`src/rau_pkg.sv`:
```
package rau_pkg;

   typedef enum logic [1:0] {
      MODE_ADD = 2'd0,
      MODE_MUL = 2'd1,
      MODE_DIV = 2'd2,
      MODE_RED = 2'd3
   } mode_type;

   typedef enum logic [1:0] {
      ST_OK   = 2'd0,
      ST_DIVZ = 2'd1,
      ST_OVF  = 2'd2
   } status_type;

   localparam int NUM_W  = 32;
   localparam int DEN_W  = 31;
   localparam int WIDE_W = 64;

endpackage

```
`src/rational_arithmetic_unit.sv`:
```
// Sequencing: a bad operand goes from the check state straight to the response state. Otherwise
// every Euclid step and each final divide runs on the shared 64-bit restoring divider
// (one quotient bit per cycle); add takes a 31-bit gcd, reduce the gcd of a 32-bit
// magnitude and a 31-bit denominator, and multiply and divide a 62-bit gcd.
// Throughput: one request at a time; req_tready is high only while idle.
// Reset: synchronous, active high; returns the sequencer to idle, no response.
module rational_arithmetic_unit (
   input  logic         clock,
   input  logic         reset,
   input  logic         req_tvalid,
   output logic         req_tready,
   // mode[1:0]
   input  logic [1:0]   req_tuser,
   // a_num[31:0], a_den[62:32], b_num[94:63], b_den[125:95], zero fill
   input  logic [127:0] req_tdata,
   output logic         rsp_tvalid,
   input  logic         rsp_tready,
   // status[1:0]
   output logic [1:0]   rsp_tuser,
   // res_num[31:0], res_den[62:32], zero fill
   output logic [63:0]  rsp_tdata
);

   localparam int W = rau_pkg::WIDE_W;

   typedef enum logic [3:0] {
      S_IDLE, S_PREP, S_A1, S_G1, S_G1W, S_A2, S_A2W, S_A3, S_A3W,
      S_A4, S_A5, S_R2, S_R2W, S_R3, S_R3W, S_OUT
   } state_type;

   state_type          state_ff;
   rau_pkg::mode_type  mode_ff;
   logic [31:0]        an_ff, bn_ff;
   logic [30:0]        ad_ff, bd_ff;
   // gcd pair, numerator sign and magnitude, denominator
   logic [W-1:0]       gx_ff, gy_ff, mag_ff, den_ff, lcm_ff, t_ff;
   logic signed [63:0] acc_ff;
   logic               neg_ff;
   logic [31:0]        rnum_ff;
   logic [30:0]        rden_ff;
   logic [1:0]         rst_ff;

   // shared divider
   logic [W-1:0] dn_ff, dd_ff, q_ff, r_ff;
   logic [6:0]   dc_ff;
   logic         dbusy_ff;
   logic         dstart;
   logic [W-1:0] dstart_n, dstart_d;
   logic [W:0]   rsh;

   assign rsh = {r_ff, dn_ff[W-1]};

   always_ff @(posedge clock) begin
      if (reset) begin
         dbusy_ff <= 1'b0;
      end else if (dstart) begin
         dbusy_ff <= 1'b1;
         dn_ff    <= dstart_n;
         dd_ff    <= dstart_d;
         q_ff     <= '0;
         r_ff     <= '0;
         dc_ff    <= 7'(W);
      end else if (dbusy_ff) begin
         // shift one quotient bit per cycle
         dn_ff <= dn_ff << 1;
         if (rsh >= {1'b0, dd_ff}) begin
            r_ff <= W'(rsh - {1'b0, dd_ff});
            q_ff <= {q_ff[W-2:0], 1'b1};
         end else begin
            r_ff <= rsh[W-1:0];
            q_ff <= {q_ff[W-2:0], 1'b0};
         end
         dc_ff <= dc_ff - 7'd1;
         if (dc_ff == 7'd1) dbusy_ff <= 1'b0;
      end
   end

   // shared 32x32 multiplier on magnitudes
   logic [31:0]        mul_a, mul_b;
   logic [63:0]        mul_p;
   logic [31:0]        abs_an, abs_bn;
   logic [63:0]        term;
   logic signed [63:0] sum;
   assign abs_an = an_ff[31] ? (~an_ff + 32'd1) : an_ff;
   assign abs_bn = bn_ff[31] ? (~bn_ff + 32'd1) : bn_ff;
   assign mul_p  = mul_a * mul_b;
   // apply the sign of a_num to the first add term, of b_num to the second
   assign term   = ((state_ff == S_A4) ? an_ff[31] : bn_ff[31]) ? (~mul_p + 64'd1) : mul_p;
   assign sum    = acc_ff + $signed(term);

   // select multiplier operands
   always_comb begin
      mul_a = abs_an;
      mul_b = 32'd1;
      case (state_ff)
         S_PREP: begin
            case (mode_ff)
               rau_pkg::MODE_MUL: mul_b = abs_bn;
               rau_pkg::MODE_DIV: mul_b = {1'b0, bd_ff};
               default: mul_b = 32'd1;
            endcase
         end
         S_A1: begin
            mul_a = {1'b0, ad_ff};
            case (mode_ff)
               rau_pkg::MODE_MUL: mul_b = {1'b0, bd_ff};
               rau_pkg::MODE_DIV: mul_b = abs_bn;
               default: mul_b = 32'd1;
            endcase
         end
         S_A3: begin mul_a = t_ff[31:0]; mul_b = {1'b0, bd_ff}; end
         S_A4: mul_b = gy_ff[31:0];
         S_A5: begin mul_a = abs_bn; mul_b = t_ff[31:0]; end
         default: ;
      endcase
   end

   // select divider operands
   always_comb begin
      dstart   = 1'b0;
      dstart_n = gx_ff;
      dstart_d = gy_ff;
      case (state_ff)
         S_G1: dstart = 1'b1;
         S_A2: begin dstart = 1'b1; dstart_n = W'(ad_ff); dstart_d = gx_ff; end
         S_A3: begin dstart = 1'b1; dstart_n = W'(bd_ff); dstart_d = gx_ff; end
         S_R2: begin dstart = 1'b1; dstart_n = mag_ff; dstart_d = gx_ff; end
         S_R3: begin dstart = 1'b1; dstart_n = den_ff; dstart_d = gx_ff; end
         default: ;
      endcase
   end

   assign req_tready = (state_ff == S_IDLE);
   assign rsp_tvalid = (state_ff == S_OUT);
   assign rsp_tuser  = rst_ff;
   assign rsp_tdata  = {1'b0, rden_ff, rnum_ff};

   always_ff @(posedge clock) begin
      if (reset) begin
         state_ff <= S_IDLE;
      end else begin
         case (state_ff)
            S_IDLE: if (req_tvalid) begin
               mode_ff  <= rau_pkg::mode_type'(req_tuser);
               an_ff    <= req_tdata[31:0];
               ad_ff    <= req_tdata[62:32];
               bn_ff    <= req_tdata[94:63];
               bd_ff    <= req_tdata[125:95];
               state_ff <= S_PREP;
            end
            S_PREP: begin
               // check operands; load the gcd pair for add, else form the numerator magnitude
               rnum_ff <= '0;
               rden_ff <= 31'd1;
               if (ad_ff == '0 || (mode_ff != rau_pkg::MODE_RED && bd_ff == '0) ||
                   (mode_ff == rau_pkg::MODE_DIV && bn_ff == '0)) begin
                  rst_ff   <= rau_pkg::ST_DIVZ;
                  state_ff <= S_OUT;
               end else if (mode_ff == rau_pkg::MODE_ADD) begin
                  gx_ff    <= W'(ad_ff);
                  gy_ff    <= W'(bd_ff);
                  state_ff <= S_G1;
               end else begin
                  mag_ff   <= mul_p;
                  neg_ff   <= (mode_ff == rau_pkg::MODE_RED) ? an_ff[31] :
                              (an_ff[31] ^ bn_ff[31]);
                  state_ff <= S_A1;
               end
            end
            S_A1: begin
               // form the denominator and load the gcd pair
               den_ff   <= mul_p;
               gx_ff    <= mag_ff;
               gy_ff    <= mul_p;
               state_ff <= S_G1;
            end
            // Euclid: gcd of the pair, one divide per step
            S_G1: state_ff <= S_G1W;
            S_G1W: if (!dbusy_ff) begin
               gx_ff <= gy_ff;
               gy_ff <= r_ff;
               if (r_ff == '0)
                  state_ff <= (mode_ff == rau_pkg::MODE_ADD) ? S_A2 : S_R2;
               else
                  state_ff <= S_G1;
            end
            // add: ad/g, then lcm = (ad/g)*bd and bd/g
            S_A2: state_ff <= S_A2W;
            S_A2W: if (!dbusy_ff) begin
               t_ff     <= q_ff;
               state_ff <= S_A3;
            end
            S_A3: begin
               lcm_ff   <= mul_p;
               state_ff <= S_A3W;
            end
            S_A3W: if (!dbusy_ff) begin
               if (lcm_ff > W'(64'd2147483647)) begin
                  rst_ff   <= rau_pkg::ST_OVF;
                  state_ff <= S_OUT;
               end else begin
                  gy_ff    <= q_ff;
                  state_ff <= S_A4;
               end
            end
            S_A4: begin
               acc_ff   <= $signed(term);
               state_ff <= S_A5;
            end
            S_A5: begin
               if (sum > 64'sd2147483647 || sum < -64'sd2147483648) begin
                  rst_ff <= rau_pkg::ST_OVF;
               end else begin
                  rst_ff  <= rau_pkg::ST_OK;
                  rnum_ff <= sum[31:0];
                  rden_ff <= lcm_ff[30:0];
               end
               state_ff <= S_OUT;
            end
            // reduction: divide magnitude and denominator by the gcd
            S_R2: state_ff <= S_R2W;
            S_R2W: if (!dbusy_ff) begin
               mag_ff   <= q_ff;
               state_ff <= S_R3;
            end
            S_R3: state_ff <= S_R3W;
            S_R3W: if (!dbusy_ff) begin
               if (q_ff > W'(64'd2147483647) ||
                   mag_ff > (neg_ff ? W'(64'd2147483648) : W'(64'd2147483647))) begin
                  rst_ff <= rau_pkg::ST_OVF;
               end else begin
                  rst_ff  <= rau_pkg::ST_OK;
                  rnum_ff <= neg_ff ? (~mag_ff[31:0] + 32'd1) : mag_ff[31:0];
                  rden_ff <= q_ff[30:0];
               end
               state_ff <= S_OUT;
            end
            S_OUT: if (rsp_tready) state_ff <= S_IDLE;
            default: state_ff <= S_IDLE;
         endcase
      end
   end

endmodule

```
`config.mk`:
```
export PLATFORM = sky130hd
export DESIGN_NAME = rational_arithmetic_unit
export DESIGN_NICKNAME = d
export VERILOG_FILES = /design/src/rau_pkg.sv /design/src/rational_arithmetic_unit.sv
export SDC_FILE = /design/constraint.sdc
export NUM_CORES = 2
export LEC_CHECK = 0
export BUFFER_PORTS_ARGS = -buffer_cell sky130_fd_sc_hd__buf_4
export CAP_MARGIN = 25
export CORE_MARGIN = 3
export CORE_UTILIZATION = 40
export CTS_CLUSTER_SIZE = 25
export DETAILED_ROUTE_END_ITERATION = 16
export GPL_TIMING_DRIVEN = 1
export HOLD_SLACK_MARGIN = 0.05
export SYNTH_ARGS = -nofsm -noshare
export SYNTH_HDL_FRONTEND = slang
export SYNTH_SLANG_ARGS = --single-unit
```
`constraint.sdc`:
```
create_clock -name clock -period 22.6 [get_ports clock]
set_input_delay 2.26 -clock clock [delete_from_list [all_inputs] [get_ports clock]]
set_output_delay 2.26 -clock clock [all_outputs]
set_load 0.005 [all_outputs]
```
Word level (Yosys, flattened, before mapping)

Cells that the tools add are included.

Logic and storage cells: 181
Input port bits: 134
Output and inout bits: 68
Bits in registers: 878

Multipliers: 1
Bitwise logic cells: 9
Reduce and logical (&&, ||, !) cells: 34
Mux-type cells: 66
Magnitude comparators: 6
Add/subtract/negate cells: 7
Equality and inequality tests: 35

Operator list:

| operator                | number |
|---|---|
| $mux W64                | 18 |
| $pmux W64 S4            | 2 |
| $mux W32                | 7 |
| $pmux W32 S3            | 2 |
| $pmux W64 S3            | 1 |
| $pmux W32 S5            | 1 |
| $gt A64 B31 Y1 const B  | 2 |
| $pmux W32 S2            | 2 |
| $pmux W64 S2            | 1 |
| $add A32 B1 Y32 const B | 3 |
| $not A32 Y32            | 3 |
| $mux W31                | 3 |
| $pmux W31 S3            | 1 |
| $ge A65 B64 Y1          | 1 |
| $add A64 B1 Y64 const B | 1 |
| $add A64 B64 Y64        | 1 |
| $gt A64 B32 Y1          | 1 |
| $gt A64 B32 Y1 const B  | 1 |
| $logic_not A64 Y1       | 1 |
| $lt A64 B32 Y1 const B  | 1 |
| $mul A32 B32 Y64        | 1 |
| $not A64 Y64            | 1 |
| $pmux W4 S16            | 1 |
| $sub A64 B64 Y64        | 1 |
| other kinds (35)        | 101 |

Depth between registers and ports, before layout

Depth in word-level cells: 14
Gate-level depth with buffers: 60
Gate-level depth less buffers: 56

Worst setup path before layout

OpenSTA, ideal clock, no wires.

Path kind: register -> register
From: register an_ff[2]
To: register rden_ff[0], enable pin
Slack: 3409 ps
Buffers on the path: 2
Arrival time: 18629 ps
Setup time: 562 ps
Period minus slack after synthesis: 19191 ps
Stages on the path, launching flop included: 53
Data required time: 22038 ps
Cells stage by stage: edfxtp_1 > nor2_1 > nand4b_1 > or2_1 > or3_1 > or3_1 > or4_1 > or3_1 > or4_1 > o21ai_0 > xor2_1 > o221ai_1 > clkbuf_1 > nand2_1 > fa_1 > inv_1 > fa_1 > fa_1 > [17 not listed] > nor4_4 > nor4b_2 > and2_1 > a21oi_1 > xnor2_1 > ha_1 > a21o_1 > a21o_1 > a21oi_1 > o21ai_0 > nor2_1 > nand3_1 > or4_1 > or4_1 > or4_1 > o41ai_2 > a21oi_1 > nor3_1

Cells in the longest elaborated chain, start to end: 13
Elaborated cells between the ends (all ways): 14
Classes of those cells: 3 x add/sub; 1 x mul; 2 x order compare; 1 x eq/ne; 3 x mux; 2 x bitwise; 2 x reduce/logical

RTL lines:

| what                                             | RTL line                        | text |
|---|---|---|
| start: declaration                               | rational_arithmetic_unit.sv:33  | `logic [31:0] an_ff, bn_ff;` |
| start signal: assignment                         | rational_arithmetic_unit.sv:145 | `an_ff <= req_tdata[31:0];` |
| $not A32 Y32                                     | rational_arithmetic_unit.sv:84  | `assign abs_an = an_ff[31] ? (~an_ff + 32'd1) : an_ff;` |
| $add A32 B1 Y32                                  | rational_arithmetic_unit.sv:84  |  |
| $mux W32 *                                       | rational_arithmetic_unit.sv:84  |  |
| $pmux W32 S3 *                                   | rational_arithmetic_unit.sv:95  | `case (state_ff)` |
| $mul A32 B32 Y64 *                               | rational_arithmetic_unit.sv:86  | `assign mul_p = mul_a * mul_b;` |
| $not A64 Y64                                     | rational_arithmetic_unit.sv:88  | `assign term = ((state_ff == S_A4) ? an_ff[31] : bn_ff[31]) ? (~mul_p + 64'd1) : mul_p;` |
| $add A64 B1 Y64                                  | rational_arithmetic_unit.sv:88  |  |
| $mux W64 *                                       | rational_arithmetic_unit.sv:88  |  |
| via term[54]                                     | rational_arithmetic_unit.sv:82  | `logic [63:0] term;` |
| $add A64 B64 Y64 *                               | rational_arithmetic_unit.sv:89  | `assign sum = acc_ff + $signed(term);` |
| $gt A64 B32 Y1 or $lt A64 B32 Y1 (tied branches) | rational_arithmetic_unit.sv:211 | `if (sum > 64'sd2147483647 \|\| sum < -64'sd2147483648) begin` |
| $logic_or A1 B1 Y1 *                             | rational_arithmetic_unit.sv:211 |  |
| $ne A2 B2 Y1 (no source line) *                  | n/a                             |  |
| $reduce_and A5 Y1 (no source line) *             | n/a                             |  |
| end signal: assignment                           | rational_arithmetic_unit.sv:216 | `rden_ff <= lcm_ff[30:0];` |
| end signal: assignment                           | rational_arithmetic_unit.sv:234 | `rden_ff <= q_ff[30:0];` |
| end: declaration                                 | rational_arithmetic_unit.sv:40  | `logic [30:0] rden_ff;` |

The timed path passes the listed nets; every way through them passes the cells marked *.
A chain may end at the register's enable or synchronous reset.

Worst setup path after layout

From: register bn_ff[5]
To: register rden_ff[30], enable pin

Cells in the longest elaborated chain, start to end: 14
Elaborated cells between the ends (all ways): 17
Classes of those cells: 3 x add/sub; 1 x mul; 2 x order compare; 1 x eq/ne; 6 x mux; 2 x bitwise; 2 x reduce/logical

RTL lines:

| what                                             | RTL line                                                        | text |
|---|---|---|
| start: declaration                               | rational_arithmetic_unit.sv:33                                  |  |
| start signal: assignment                         | rational_arithmetic_unit.sv:147                                 | `bn_ff <= req_tdata[94:63];` |
| $not A32 Y32                                     | rational_arithmetic_unit.sv:85                                  | `assign abs_bn = bn_ff[31] ? (~bn_ff + 32'd1) : bn_ff;` |
| $add A32 B1 Y32                                  | rational_arithmetic_unit.sv:85                                  |  |
| $mux W32 *                                       | rational_arithmetic_unit.sv:85                                  |  |
| $pmux W32 S2 (on tied branches)                  | rational_arithmetic_unit.sv:105, rational_arithmetic_unit.sv:97 |  |
| $pmux W32 S5                                     | rational_arithmetic_unit.sv:95                                  |  |
| $mul A32 B32 Y64 *                               | rational_arithmetic_unit.sv:86                                  |  |
| via mul_p[40]                                    | rational_arithmetic_unit.sv:80                                  | `logic [63:0] mul_p;` |
| $not A64 Y64 *                                   | rational_arithmetic_unit.sv:88                                  |  |
| $add A64 B1 Y64 *                                | rational_arithmetic_unit.sv:88                                  |  |
| $mux W64 *                                       | rational_arithmetic_unit.sv:88                                  |  |
| via term[44]                                     | rational_arithmetic_unit.sv:82                                  |  |
| $add A64 B64 Y64 *                               | rational_arithmetic_unit.sv:89                                  |  |
| $gt A64 B32 Y1 or $lt A64 B32 Y1 (tied branches) | rational_arithmetic_unit.sv:211                                 |  |
| $logic_or A1 B1 Y1 *                             | rational_arithmetic_unit.sv:211                                 |  |
| $ne A2 B2 Y1 (no source line) *                  | n/a                                                             |  |
| $reduce_and A5 Y1 (no source line) *             | n/a                                                             |  |

Marked as above.

==> summary.txt <==
Synthesis
  – Post-synthesis sequential area ratio: 32.3%
  – Yosys reg bits: 878
  – Post-Syn Area: 81500 um^2
  – Ys async rst share: 0%
  – Synth top area cells: edfxtp_1 32%, fa_1 22%, ha_1 6.6%
  – Post-synth net total: 9902
  – Number of flops mapped to enable cells by yosys: 873
  – Yosys warning total: 0
  – Post-synth top area share: 32.2%
  – Predominant post-synthesis flop cell: edfxtp_1
  – Largest area contributor in the synthesized netlist: edfxtp_1
  – Avg Cell Area, Syn: 9.66 um^2
  – Cells after Synth: 8437
  – Synth unique cells: 106

Setup path
  – Worst Reg2Reg Path Length in Cells: 48
  – Crit path capture type: flop
  – Top delay family on crit path: simple AND/OR/NAND/NOR gates
  – Largest stage delay, worst path: 0.91 ns
  – Reg-to-reg startpoint: bn_ff[5]
  – Worst r2r dst: rden_ff[30]
  – CP most frequent cell: fa_1
  – CP endpoint: rden_ff[30]
  – Levels on crit path: 48
  – Startpoint Class: flop
  – Reg2reg setup slack: 2.31 ns
  – Crit path launch: bn_ff[5]
  – Critical path fanouts, max: 62
  – CP arrival: 20.63 ns
  – CP bufs+invs: 5
  – Required @ worst endpoint: 22.94 ns
  – Worst path slowest cell: and4_1
  – Critical path type: reg2reg

Layout
  – Commonest cells after routing, fill and taps aside: 1246 x inv_1, 1218 x nand2_1, 898 x fa_1, 873 x edfxtp_1, 706 x nor2_1
  – Fillers: 19400
  – Share of cells above drive strength 1: 8.30%
  – Commonest non-fill, non-tap cell in the layout: inv_1
  – Synth-to-Final Area Change: 10.1%
  – NumNets Final: 9945

Floorplan
  – Initial Util: 40.3%
  – Die X: 457 um
  – DIE AREA: 209000 um^2
  – Core area: 202000 um^2
  – Io pins: 202
  – Site row count: 165
  – DIE HEIGHT: 457 um

STA
  – Setup Skew: 0.0614 ns
  – Minimum clock period: 20.29 ns
  – Period utilisation layout: 89.8%
  – Slew HR: -1.43%
  – Fmax: 0.0493 GHz
  – Final WS setup: 2.31 ns
  – Endpoints failing hold: 0
  – Total negative slack: 0 ns
  – Final setup viols: 0
  – Slew @ Worst Pin: 1.52 ns
  – Max-slew violations: 3
  – RSZ-0062 raised after global routing: false

Drt
  – Drt wl/cell: 28.6 um
  – Iteration-0 DRC Markers: 8893
  – Post-route ant nets: 0
  – Iteration count of the initial detailed-routing pass: 10
  – Highest metal used: met4
  – DRC errors left: 0
  – Met2 WL: 139000 um
  – Via count: 67200
  – DR vias/cell: 5.98
  – Met3 Routed Length: 33900 um
  – Post-Route WL: 321000 um
  – WL met1: 124000 um

CTS
  – Clk_lat worst skew: 0.76 ns
  – Clock Sinks: 878
  – CTS clk-pin slew, worst paths: 0.07 ns
  – Hold_buf cts: 0
  – Total setup buffers inserted after CTS: 0
  – Max Root-Sink Buffers: 3
  – CTS buffer count: 96
  – Post-CTS Resized: 0
  – CTS tree: built
  – CTS root buffer: clkbuf_16
  – H-tree depth: 3

Hold path
  – Hold Path Class: reg2reg

Global route
  – Largest net degree at the start of global routing: 141
  – GR Util All Layers: 30.2%
  – Vias in the first global route: 65800
  – First-pass GRT wire length: 461000 um
  – Initial antenna violation count: 8
  – Total gr overflow: 0

Run status
  – Failing checks: max-slew violations
  – Status: complete, but fails checks

Job
  – MaxCap Viol Count: 0

Placement
  – Post-DP HPWL: 245000 um
  – Post-placement setup slack: 2.74 ns
  – Routability cong.: 0.994
  – IO buf count: 198
## final cells by class
cell class | count | area (um^2) | area share, %
clock buffers | 120 | 2490 | 2.78
inverters | 1247 | 4680 | 5.22
repair buffers | 377 | 3010 | 3.36
flip-flops and latches | 878 | 26300 | 29.3
multi-input cells | 5880 | 49200 | 54.8
diodes | 4 | 10.0 | 0.0112
well taps | 2672 | 3340 | 3.73
clock inverters | 53 | 657 | 0.732
## per-stage QoR
step | cells | hold slack (ns) | util, % | cell area, um^2
after global routing | 11200 | 0.550 | 44.3 | 89700
after global placement | 11000 | 0.505 | 42.7 | 86300
after floorplan | 8437 | 0.482 | - | 81500
final | 11200 | 0.527 | 44.3 | 89700
after CTS | 11200 | 0.525 | 44.3 | 89600
after detailed placement | 11000 | 0.511 | 42.7 | 86400
## worst register-to-register path: cells and delay by family (launching register included)
| family | cells | cell delay [ns] |
|---|---|---|
| and+or+nand+nor | 22 | 8.79 |
| adders and majority gates | 10 | 5.25 |
| AOI/OAI and AO/OA | 7 | 2.32 |
| xor gates and xnor gates | 4 | 1.70 |
| buffers and inverters | 5 | 1.27 |
| DFF | 1 | 0.44 |
## Yosys cell counts, drive strengths merged, types with 33 or more instances
library cell  instances
edfxtp              873
nor4                 85
o31ai                36
nand4               103
nor2                720
clkbuf              394
a22o                 74
mux2                 66
xor2                166
a222oi               74
a21oi               420
fa                  898
xnor2               153
nand2b               38
ha                  433
and2                 91
a21o                107
nand2              1221
buf                  37
nand3                77
a22oi               121
inv                1247
o22ai                33
o21ai               360
a31oi                55
o21bai               37
nor3                 62
## cells by family after synthesis
family	Yosys count	synth area share [%]
AOI/OAI and AO/OA	1569	12.7
xor gates and xnor gates	320	3.47
adders and majority gates	1331	28.7
buffers and inverters	1679	7.81
DFF	878	32.3
muxes	85	1.15
other	1	0.00460
and+or+nand+nor	2574	13.8
## how the worst min path moves through the flow
stage / cells after the start / startpoint / slack [ns] / to
2_1_floorplan: 0 / q_ff[0] / 0.48 / t_ff[0]
3_3_place_gp: 2 / dn_ff[59] / 0.51 / dn_ff[60]
3_5_place_dp: 2 / dn_ff[56] / 0.51 / dn_ff[57]
4_1_cts: 2 / dn_ff[59] / 0.53 / dn_ff[60]
5_1_grt: 2 / dn_ff[43] / 0.55 / dn_ff[44]
6_report: 2 / dn_ff[56] / 0.53 / dn_ff[57]
## flip-flops by register name (all words and copies together) (netlist names), 64 cells and up
register / flops
acc_ff: 64
den_ff: 64
dn_ff: 64
gy_ff: 64
r_ff: 64
lcm_ff: 64
q_ff: 64
dd_ff: 64
gx_ff: 64
mag_ff: 64
## metal layers
| layer | track usage [%] | vias up |
|---|---|---|
| li1 | - | 28500 |
| met1 | 39.6 | 33900 |
| met2 | 45.1 | 3911 |
| met3 | 6.86 | 839 |
| met4 | 19.0 | 0 |
| met5 | 0 | - |
Power is left out: the tool's default activity adds up to more than one toggle a clock period on the data nets, which glitch-free logic cannot reach.
